===== src/prts_pkg.sv =====
// prts_pkg: shared types and constants for the primitive-to-restart-strip block.
// Depends on nothing; imported by every module in src.
package prts_pkg;

   localparam int INDEX_BITS  = 16;
   localparam int JOB_SLOTS   = 4;
   localparam int SLOT_BITS   = $clog2(JOB_SLOTS);
   localparam int COUNT_BITS  = 3;
   localparam int QUEUE_DEPTH = 4;
   localparam int QPTR_BITS   = $clog2(QUEUE_DEPTH);
   localparam int QCNT_BITS   = $clog2(QUEUE_DEPTH + 1);
   localparam int PADDR_BITS  = 3;
   localparam int PDATA_BITS  = 32;

   localparam logic [INDEX_BITS-1:0] RESTART_VALUE = '1;

   localparam logic [PADDR_BITS-3:0] REG_TOPOLOGY = '0;

   localparam logic [1:0] PHASE_0 = 2'd0;
   localparam logic [1:0] PHASE_1 = 2'd1;
   localparam logic [1:0] PHASE_2 = 2'd2;
   localparam logic [1:0] PHASE_3 = 2'd3;

   typedef enum logic [1:0] {
      TOPO_TRIANGLE = 2'd0,
      TOPO_FAN      = 2'd1,
      TOPO_QUAD     = 2'd2,
      TOPO_DISCARD  = 2'd3
   } topology_type;

   typedef struct packed {
      logic [INDEX_BITS-1:0] index_value;
      logic                  final_index;
   } req_type;

   typedef struct packed {
      logic [INDEX_BITS-1:0] strip_index;
      logic                  restart_marker;
      logic                  run_last;
   } rsp_type;

   // one input item's worth of output: indices, then an optional restart
   typedef struct packed {
      logic [JOB_SLOTS-1:0][INDEX_BITS-1:0] idx;
      logic [COUNT_BITS-1:0]                count;
      logic                                 restart;
      logic [COUNT_BITS-1:0]                length;
   } job_type;

endpackage


===== src/prts_front.sv =====
// prts_front: accepts index transfers, tracks the primitive pattern and
// builds at most one output job per item. Depends on prts_pkg.
module prts_front import prts_pkg::*; (
   input  logic         clock,
   input  logic         reset,
   input  topology_type mode,
   input  logic         req_valid,
   output logic         req_ready,
   input  req_type      req_payload,
   input  logic         queue_full,
   output logic         push_valid,
   output job_type      push_job
);

   logic [2:0][INDEX_BITS-1:0] held_ff, held_in;
   logic [INDEX_BITS-1:0]      anchor_ff, anchor_in;
   logic [1:0]                 phase_ff, phase_in;
   logic                       warm_ff, warm_in;
   logic                       accept;
   logic [1:0]                 ph_tri;
   logic [INDEX_BITS-1:0]      x;
   logic                       last;
   job_type                    job;

   assign req_ready = !queue_full;
   assign accept    = req_valid && req_ready;
   assign x         = req_payload.index_value;
   assign last      = req_payload.final_index;
   assign ph_tri    = (phase_ff == PHASE_3) ? PHASE_0 : phase_ff;

   always_comb begin
      held_in     = held_ff;
      anchor_in   = anchor_ff;
      phase_in    = phase_ff;
      warm_in     = warm_ff;
      job.idx     = '0;
      job.count   = '0;
      job.restart = 1'b0;
      case (mode)
         TOPO_TRIANGLE: begin
            if (ph_tri != PHASE_2) begin
               held_in[ph_tri] = x;
               phase_in        = ph_tri + 2'd1;
            end else begin
               job.idx[0]  = held_ff[0];
               job.idx[1]  = held_ff[1];
               job.idx[2]  = x;
               job.count   = COUNT_BITS'(3);
               job.restart = 1'b1;
               phase_in    = PHASE_0;
            end
         end
         TOPO_FAN: begin
            if (!warm_ff) begin
               anchor_in = x;
               warm_in   = 1'b1;
               phase_in  = PHASE_3;
            end else begin
               case (phase_ff)
                  PHASE_3: begin
                     held_in[0] = x;
                     phase_in   = PHASE_0;
                  end
                  PHASE_0: begin
                     job.idx[0]  = held_ff[0];
                     job.idx[1]  = x;
                     job.idx[2]  = anchor_ff;
                     job.count   = COUNT_BITS'(3);
                     job.restart = last;
                     phase_in    = PHASE_1;
                  end
                  PHASE_1: begin
                     job.idx[0]  = x;
                     job.count   = COUNT_BITS'(1);
                     job.restart = last;
                     phase_in    = PHASE_2;
                  end
                  default: begin
                     job.idx[0]  = x;
                     job.count   = COUNT_BITS'(1);
                     job.restart = 1'b1;
                     held_in[0]  = x;
                     phase_in    = PHASE_0;
                  end
               endcase
            end
         end
         TOPO_QUAD: begin
            if (phase_ff != PHASE_3) begin
               held_in[phase_ff] = x;
               phase_in          = phase_ff + 2'd1;
               if (phase_ff == PHASE_2 && last) begin
                  job.idx[0]  = held_ff[0];
                  job.idx[1]  = held_ff[1];
                  job.idx[2]  = x;
                  job.count   = COUNT_BITS'(3);
                  job.restart = 1'b1;
               end
            end else begin
               job.idx[0]  = held_ff[1];
               job.idx[1]  = held_ff[2];
               job.idx[2]  = held_ff[0];
               job.idx[3]  = x;
               job.count   = COUNT_BITS'(4);
               job.restart = 1'b1;
               phase_in    = PHASE_0;
            end
         end
         default: begin
         end
      endcase
      if (last) begin
         phase_in = PHASE_0;
         warm_in  = 1'b0;
      end
      job.length = job.count + COUNT_BITS'(job.restart);
   end

   assign push_valid = accept && (job.length != '0);
   assign push_job   = job;

   always_ff @(posedge clock) begin
      if (reset) begin
         phase_ff <= PHASE_0;
         warm_ff  <= 1'b0;
      end else if (accept) begin
         phase_ff <= phase_in;
         warm_ff  <= warm_in;
      end
   end

   always_ff @(posedge clock) begin
      if (accept) begin
         held_ff   <= held_in;
         anchor_ff <= anchor_in;
      end
   end

endmodule


===== src/prts_queue.sv =====
// prts_queue: short job FIFO between front and back ends.
// Depends on prts_pkg.
module prts_queue import prts_pkg::*; (
   input  logic    clock,
   input  logic    reset,
   input  logic    push_valid,
   input  job_type push_job,
   output logic    queue_full,
   output logic    pop_valid,
   output job_type pop_job,
   input  logic    pop
);

   job_type              mem_ff [QUEUE_DEPTH];
   logic [QPTR_BITS-1:0] wr_ptr_ff, wr_ptr_in;
   logic [QPTR_BITS-1:0] rd_ptr_ff, rd_ptr_in;
   logic [QCNT_BITS-1:0] count_ff, count_in;
   logic                 do_push, do_pop;

   assign queue_full = (count_ff == QCNT_BITS'(QUEUE_DEPTH));
   assign pop_valid  = (count_ff != '0);
   assign pop_job    = mem_ff[rd_ptr_ff];
   assign do_push    = push_valid && !queue_full;
   assign do_pop     = pop && pop_valid;

   always_comb begin
      wr_ptr_in = do_push ? wr_ptr_ff + QPTR_BITS'(1) : wr_ptr_ff;
      rd_ptr_in = do_pop  ? rd_ptr_ff + QPTR_BITS'(1) : rd_ptr_ff;
      count_in  = count_ff + QCNT_BITS'(do_push) - QCNT_BITS'(do_pop);
   end

   always_ff @(posedge clock) begin
      if (reset) begin
         wr_ptr_ff <= '0;
         rd_ptr_ff <= '0;
         count_ff  <= '0;
      end else begin
         wr_ptr_ff <= wr_ptr_in;
         rd_ptr_ff <= rd_ptr_in;
         count_ff  <= count_in;
      end
   end

   always_ff @(posedge clock) begin
      if (do_push) begin
         mem_ff[wr_ptr_ff] <= push_job;
      end
   end

endmodule


===== src/prts_back.sv =====
// prts_back: holds the current job and serialises it onto the result
// channel, one transfer per cycle while the receiver is ready. Depends on prts_pkg.
module prts_back import prts_pkg::*; (
   input  logic    clock,
   input  logic    reset,
   input  logic    pop_valid,
   input  job_type pop_job,
   output logic    pop,
   output logic    rsp_valid,
   input  logic    rsp_ready,
   output rsp_type rsp_payload
);

   job_type               job_ff, job_in;
   logic                  busy_ff, busy_in;
   logic [COUNT_BITS-1:0] pos_ff, pos_in;
   logic                  take, done, load;

   assign rsp_valid = busy_ff;
   assign take      = rsp_valid && rsp_ready;
   assign done      = take && rsp_payload.run_last;
   assign load      = (!busy_ff || done) && pop_valid;
   assign pop       = load;

   always_comb begin
      if (pos_ff < job_ff.count) begin
         rsp_payload.strip_index    = job_ff.idx[pos_ff[SLOT_BITS-1:0]];
         rsp_payload.restart_marker = 1'b0;
      end else begin
         rsp_payload.strip_index    = RESTART_VALUE;
         rsp_payload.restart_marker = 1'b1;
      end
      rsp_payload.run_last = (pos_ff == job_ff.length - COUNT_BITS'(1));
   end

   always_comb begin
      job_in  = job_ff;
      busy_in = busy_ff;
      pos_in  = pos_ff;
      if (load) begin
         job_in  = pop_job;
         busy_in = 1'b1;
         pos_in  = '0;
      end else if (done) begin
         busy_in = 1'b0;
      end else if (take) begin
         pos_in = pos_ff + COUNT_BITS'(1);
      end
   end

   always_ff @(posedge clock) begin
      if (reset) begin
         busy_ff <= 1'b0;
         pos_ff  <= '0;
      end else begin
         busy_ff <= busy_in;
         pos_ff  <= pos_in;
      end
   end

   always_ff @(posedge clock) begin
      job_ff <= job_in;
   end

   a_pos_in_job: assert property (@(posedge clock) disable iff (reset)
      busy_ff |-> (pos_ff < job_ff.length))
      else $error("result position beyond job length");

   a_stall_holds: assert property (@(posedge clock) disable iff (reset)
      (rsp_valid && !rsp_ready) |=> (rsp_valid && $stable(pos_ff)))
      else $error("stalled result moved");

   a_pop_only_free: assert property (@(posedge clock) disable iff (reset)
      pop |-> (pop_valid && (!busy_ff || done)))
      else $error("job popped while current job unfinished");

endmodule


===== src/primitive_to_restart_strip_core.sv =====
// primitive_to_restart_strip_core: top level with the topology register and
// front, queue and back ends. Depends on prts_pkg, prts_front, prts_queue, prts_back.
//
// Usage:
//  - req channel: one vertex index per transfer, final_index on the last of
//    a batch. Items are taken one per cycle while the job queue has room.
//  - rsp channel: triangle strip indices and restart markers, one transfer
//    per cycle; run_last flags the last result caused by an input item.
//    Items that complete no primitive give no results.
//  - csr port: register 0 (byte address 0) holds topology_mode, 0 triangle
//    list, 1 fan, 2 quad list, 3 discard. Write only while idle.
// At the earliest, the first result of an item transfers once the item has been
// written into the job queue and then loaded into the result stage.
// Throughput: one input transfer per cycle while the job queue has room; the result
// port moves one result per cycle while the receiver is ready, and an item with
// results has 1 to 5 of them; a four-entry job queue decouples the two sides.
// Reset clears the pattern phase, the queue and the topology register. When the
// receiver stalls the current result holds; items keep being taken until the
// queue fills, then req_ready drops.
module primitive_to_restart_strip_core import prts_pkg::*; (
   input  logic                  clock,
   input  logic                  reset,
   input  logic                  req_valid,
   output logic                  req_ready,
   input  req_type               req_payload,
   output logic                  rsp_valid,
   input  logic                  rsp_ready,
   output rsp_type               rsp_payload,
   input  logic                  csr_psel,
   input  logic                  csr_penable,
   input  logic                  csr_pwrite,
   input  logic [PADDR_BITS-1:0] csr_paddr,
   input  logic [PDATA_BITS-1:0] csr_pwdata,
   output logic [PDATA_BITS-1:0] csr_prdata,
   output logic                  csr_pready
);

   topology_type mode_ff, mode_in;
   logic         reg_hit;
   logic         queue_full, push_valid, pop_valid, pop;
   job_type      push_job, pop_job;

   assign csr_pready = 1'b1;
   assign reg_hit    = (csr_paddr[PADDR_BITS-1:2] == REG_TOPOLOGY);

   always_comb begin
      mode_in = mode_ff;
      if (csr_psel && csr_penable && csr_pwrite && csr_pready && reg_hit) begin
         mode_in = topology_type'(csr_pwdata[1:0]);
      end
      csr_prdata = reg_hit ? {{(PDATA_BITS-2){1'b0}}, mode_ff} : '0;
   end

   always_ff @(posedge clock) begin
      if (reset) begin
         mode_ff <= TOPO_TRIANGLE;
      end else begin
         mode_ff <= mode_in;
      end
   end

   prts_front u_front (
      .clock       (clock),
      .reset       (reset),
      .mode        (mode_ff),
      .req_valid   (req_valid),
      .req_ready   (req_ready),
      .req_payload (req_payload),
      .queue_full  (queue_full),
      .push_valid  (push_valid),
      .push_job    (push_job)
   );

   prts_queue u_queue (
      .clock      (clock),
      .reset      (reset),
      .push_valid (push_valid),
      .push_job   (push_job),
      .queue_full (queue_full),
      .pop_valid  (pop_valid),
      .pop_job    (pop_job),
      .pop        (pop)
   );

   prts_back u_back (
      .clock       (clock),
      .reset       (reset),
      .pop_valid   (pop_valid),
      .pop_job     (pop_job),
      .pop         (pop),
      .rsp_valid   (rsp_valid),
      .rsp_ready   (rsp_ready),
      .rsp_payload (rsp_payload)
   );

endmodule


===== config.mk =====
export PLATFORM = sky130hd
export DESIGN_NAME = primitive_to_restart_strip_core
export DESIGN_NICKNAME = d
export VERILOG_FILES = /design/src/prts_pkg.sv /design/src/prts_front.sv /design/src/prts_queue.sv /design/src/prts_back.sv /design/src/primitive_to_restart_strip_core.sv
export SDC_FILE = /design/constraint.sdc
export NUM_CORES = 1
export LEC_CHECK = 0
export ABC_AREA = 1
export BUFFER_PORTS_ARGS = -buffer_cell sky130_fd_sc_hd__buf_2
export CAP_MARGIN = 20
export CORE_ASPECT_RATIO = 1.25
export CORE_MARGIN = 10
export CORE_UTILIZATION = 34
export CTS_CLUSTER_DIAMETER = 80
export DETAILED_ROUTE_END_ITERATION = 12
export HOLD_SLACK_MARGIN = 0.15
export PLACE_DENSITY = 0.61
export SLEW_MARGIN = 0
export SYNTH_ARGS = -nofsm -noshare
export SYNTH_HDL_FRONTEND = slang
export SYNTH_SLANG_ARGS = --single-unit

===== constraint.sdc =====
create_clock -name clock -period 6.6 [get_ports clock]
set_clock_uncertainty 0.2 [all_clocks]
set_input_delay 0.33 -clock clock [delete_from_list [all_inputs] [get_ports clock]]
set_output_delay 0.33 -clock clock [all_outputs]
set_load 0.005 [all_outputs]

## Word level (Yosys, flattened, before mapping)

Memory sizes are Yosys's and may differ from the RTL's. A register that Yosys moved wholly into a read port is not among the register bits.
Index checks and enable logic that the tools add are counted.

- Bits of input ports: 59
- ROM bits: 0
- Word-level logic and storage cells: 115
- Register bits after elaboration: 80
- Bits in writable memories: 284
- Bits in latches: 0
- Memories: 1

Memories:

| memory | depth | width | rd ports | clocked after memory_dff | wr ports | RTL line | source |
|---|---|---|---|---|---|---|---|
| u_queue.mem_ff | 4 | 71 | 1 | 1 | 1 | prts_queue.sv:14 | `job_type mem_ff [QUEUE_DEPTH];` |

- Add/sub/neg operators: 9
- Shifts and indexed selects: 0
- Bitwise logic cells: 3
- Multiply operators: 0
- Reduce and logical (&&, ||, !) cells: 33
- Equality and inequality tests: 13
- Magnitude comparators: 6
- Div/mod/pow operators: 0
- Muxes and demuxes: 38

Operators with widths:

| cell | count |
|---|---|
| 2-to-1 mux 52 bit | 4 |
| one-hot mux 52 bit (3 select lines) | 1 |
| 2-to-1 mux 16 bit | 7 |
| bitwise mux 48 bit | 2 |
| 2-to-1 mux 48 bit | 2 |
| demux 16 bit (select 2 bit) | 2 |
| one-hot mux 32 bit (2 select lines) | 1 |
| one-hot mux 20 bit (3 select lines) | 1 |
| one-hot mux 16 bit (3 select lines) | 1 |
| binary-select mux 16 bit (select 2 bit) | 1 |
| 2-to-1 mux 32 bit | 1 |
| 2-to-1 mux 17 bit | 1 |
| logical AND 1 bit | 13 |
| 2-to-1 mux 2 bit | 6 |
| < comparator 2 x 3 -> 1 bit (second input constant) | 3 |
| nonzero test 3 bit | 3 |
| adder 2 x 1 -> 2 bit (second input constant) | 4 |
| adder 3 x 1 -> 3 bit | 2 |
| equality test 2 bit (second input constant) | 3 |
| 2-to-1 mux 1 bit | 6 |
| inequality test 2 x 1 -> 1 bit (second input constant) | 3 |
| inequality test 2 bit (second input constant) | 3 |
| one-hot mux 2 bit (3 select lines) | 1 |
| AND reduction 2 bit | 3 |
| other kinds (19) | 28 |

## Depth between registers and ports, before layout

- Depth in word-level cells: 11
- Mapped depth: 21
- Mapped depth without buffers: 19

## Modules after synthesis

Synthesis repeated with hierarchy kept, for this count alone.

- Cell total of the unflattened synthesis: 1,703
- Area total of the unflattened synthesis: 19,164.6 um2

Modules (own cells, without submodules):

| module | instances | seq. area each (um2) | cells an instance | area an instance (um2) |
|---|---|---|---|---|
| prts_queue | 1 | 8,708.4 | 753 | 11,010.6 |
| prts_front | 1 | 1,981.9 | 667 | 4,825.9 |
| prts_back | 1 | 2,182.1 | 226 | 2,957.8 |
| primitive_to_restart_strip_core | 1 | 40.0 | 57 | 370.4 |

## Worst setup path before layout

OpenSTA, ideal clock, no wires.

- Path kind: register -> register
- From: register u_front.phase_ff[0]
- To: memory u_queue.mem_ff[0][0] (netlist name), enable pin
- Stages on the path, launching flop included: 15
- Data required time: 5.902 ns
- Clock period less this slack: 5.756 ns
- Path slack: 0.844 ns
- Arrival: 5.058 ns
- Path through: dfxtp_1 -> inv_1 -> ha_1 -> buf_4 -> nand2_1 -> o21ai_4 -> buf_4 -> o21ai_0 -> inv_1 -> ha_1 -> ha_1 -> nor2_1 -> nand3_2 -> nand2_4 -> nor2_1

RTL lines:

| item | RTL line | source |
|---|---|---|
| start, declared | prts_front.sv:17 | `logic [1:0] phase_ff, phase_in;` |
| start signal, assigned | prts_front.sv:127 | `phase_ff <= phase_in;` |
| end, declared | prts_queue.sv:14 |  |

==> reports/metrics.yaml <==
vdd_drop_max_v: 0.000192
cts-root-buf: "clkbuf_16"
regArea_mm2: 0.0128
crit_slowest_cell: "buf_4"
maxCapViolCount: 0
synth_ff_type: "edfxtp_1"
synth_xor_area_share_pct: 0.143
viasPerCell: 5.01
syn_area_mm2: 0.0184
ys_ff_latch: 430
die_area_mm2: 0.0640
reg2reg_from: "mode_ff[0]"
wire_per_inst_um: 18.3
critPathArrivalTime_ns: 4.50
period_minus_slack_ns: 4.56
dpl_cell_area_mm2: 0.0193
coreArea_mm2: 0.0537
drv_slew: 0
fmax_ghz: 0.219
grtUsageTotal_pct: 13.2
cp-start-kind: "flop"
synth_mux_area_share_pct: 0
dr.pass1.iters: 5
hp-class: "reg2reg"
cts_resized: 0
dp.cells: 2286
whs_ns: 0.322
cp.required_ns: 6.54
fillers: 5119
critical_path_class: "reg2reg"
slew_headroom_pct: 23.1
grt_pass1_vias: 11700
cts_made_buffers: 39
p_leak_nw: 7.53
dp_hpwl_um: 27000
critPathTopFamily: "buffers and inverters"
tightest_slew_ns: 1.15
power_density_mw_per_mm2: 356
yosysUniqueCellTypes: 41
end_kind: "flop"
hp-start: "u_front.phase_ff[0]"
yosysWarnings: 0
port_buffers: 48
drt_iter0_drc: 1021
path_cells: "inv_1, ha_1, nand3_2, o21ai_4, buf_4, inv_2, nand2_1, nand2_1, inv_1, ha_1, o21ai_4, nand3_2, nand2_4, nor2_4, buf_4"
final_cells: 2379
overflow: 0
synth-edff-count: 414
gp_congestion: 0.841
clock_sinks: 430
rsz0062_at_grt: "no"
via_count: 11900
areaGrowthSynthToFinish_pct: 12.8
rows: 95
critPathMaxFanout: 70
ys_seq_area_share_pct: 69.2
yosysMostFrequentCell: "edfxtp_1"
drive_above_1_share_pct: 8.72
async_flop_share_pct: 0
clockBufferDepth: 3
synth_compound_area_share_pct: 13.3
finalSetupTns_ns: 0
finalHoldViolCount: 0
synth_top_family_by_area: "compound AO/OA/AOI/OAI gates"
nets: 1709
power.total_mw: 7.40
cts_tree: "yes"
htreeDepth: 2
post_cts_buffers: 0
syn_avg_cell_area_um2: 11.6
multi_input_area_mm2: 0.00463
ant_nets: 0
wl_um: 43500
drc: 0
antennaDiodeCount: 0
ctsHoldBuffers: 27
synth_top_area_share_pct: 67.5
ios: 112
antenna_found_initial: 0
timing.final.crit_share_pct: 69.0
clk_latency_ns: 0.54
dieWidth_um: 228
clkTransAtPathRegs_ns: 0.06
path_buf_inv: 5
fp.dieH_um: 280
grt_pass1_wl_um: 67700
yosys.area.top_type: "edfxtp_1"
synth-simple-area-share_pct: 9.31
syn_inst: 1583
setup_viol: 0
synthAdderAreaFrac_pct: 1.60
yosys-top-cells-count: "414 x edfxtp_1, 237 x nor2_1, 225 x o21ai_0, 180 x nand2_1, 138 x inv_1"
grt_max_degree: 99
max_stage_delay_ns: 0.83
synth_area_leaders: "edfxtp_1 67%, o21ai_0 6.1%, nor2_1 4.8%, nand2_1 3.7%, o22ai_1 3.0%"
crit_start: "mode_ff[0]"
initial_core_util_pct: 34.3
status: "finished, final reports clean"
fin_area_mm2: 0.0208
==> worst paths after layout <==
check,depth (start not counted),slack [ns],end
worst max-delay path,15,2.04,u_queue.mem_ff[0][23]
worst min-delay path,2,0.32,u_front.phase_ff[0]
worst max register to register,15,2.04,u_queue.mem_ff[0][23]
worst min register to register,2,0.32,u_front.phase_ff[0]
==> per-stage QoR <==
stage	utilization, %	setup slack [ns]
2_1_floorplan	-	0.844
3_3_place_gp	35.8	2.06
3_5_place_dp	35.9	1.99
4_1_cts	38.7	1.97
5_1_grt	38.7	1.61
6_report	38.7	2.04
==> placed cells by master (no fill, tap or decap), types with 9 or more instances in the layout <==
master,n
a21oi_1,24
a22oi_1,16
buf_2,48
buf_4,15
clkbuf_1,11
clkbuf_16,41
conb_1,31
dfxtp_1,14
dlygate4sd3_1,27
edfxtp_1,414
ha_1,22
inv_1,137
nand2_1,180
nand3_1,12
nor2_1,232
o211ai_1,9
o21ai_0,225
o21ai_1,15
o221ai_1,16
o22ai_1,87
==> routing by layer <==
layer / global-route usage (%) / share of wire (%) / up-vias
met3: 2.05 / 5.5 / 69
li1: - / - / 5645
met1: 16.8 / 43 / 5845
met4: 4.16 / 2.3 / 0
met2: 22.6 / 49 / 354
met5: 0 / 0 / -
==> logic make-up (layout without fill, tap and decap cells) <==
kind of cell    count (synthesis)  in the layout
simple gates                  441            441
buf+inv                       264            304
other cells                     2             31
xor+xnor                        3              3
compound gates                420            420
flops                         430            430
fa+ha+maj                      23             23
==> cell type report <==
class / count / share of cell area [%]
clock inverters: 13 / 0.806
inverters: 144 / 2.61
clock buffers: 53 / 5.20
well taps: 727 / 4.37
multi-input cells: 918 / 22.3
repair buffers: 94 / 3.38
flip-flops and latches: 430 / 61.4
==> worst min-delay path: cells and delay by family, from the launching register on <==
kind	cells	cell delay (ns)
AOI/OAI and AO/OA	1	0.06
DFF	1	0.33
and+or+nand+nor	1	0.07
==> registers in the layout, indices dropped and copies added, names as in the netlist <==
signal	flops
u_queue.count_ff	3
u_queue.wr_ptr_ff	2
u_back.job_ff	70
u_front.warm_ff	1
u_front.anchor_ff	16
u_front.held_ff	48
u_queue.rd_ptr_ff	2
u_front.phase_ff	2
u_back.pos_ff	3
u_queue.mem_ff	280
u_back.rsp_valid	1
mode_ff	2
==> report_power, final <==
part           switching [mW]  total [mW]  internal [mW]
logic                    1.12        1.58          0.456
registers               0.146        3.58           3.43
clock network           0.948        2.25           1.30
Note: power is estimated with default switching activity, not from simulation.
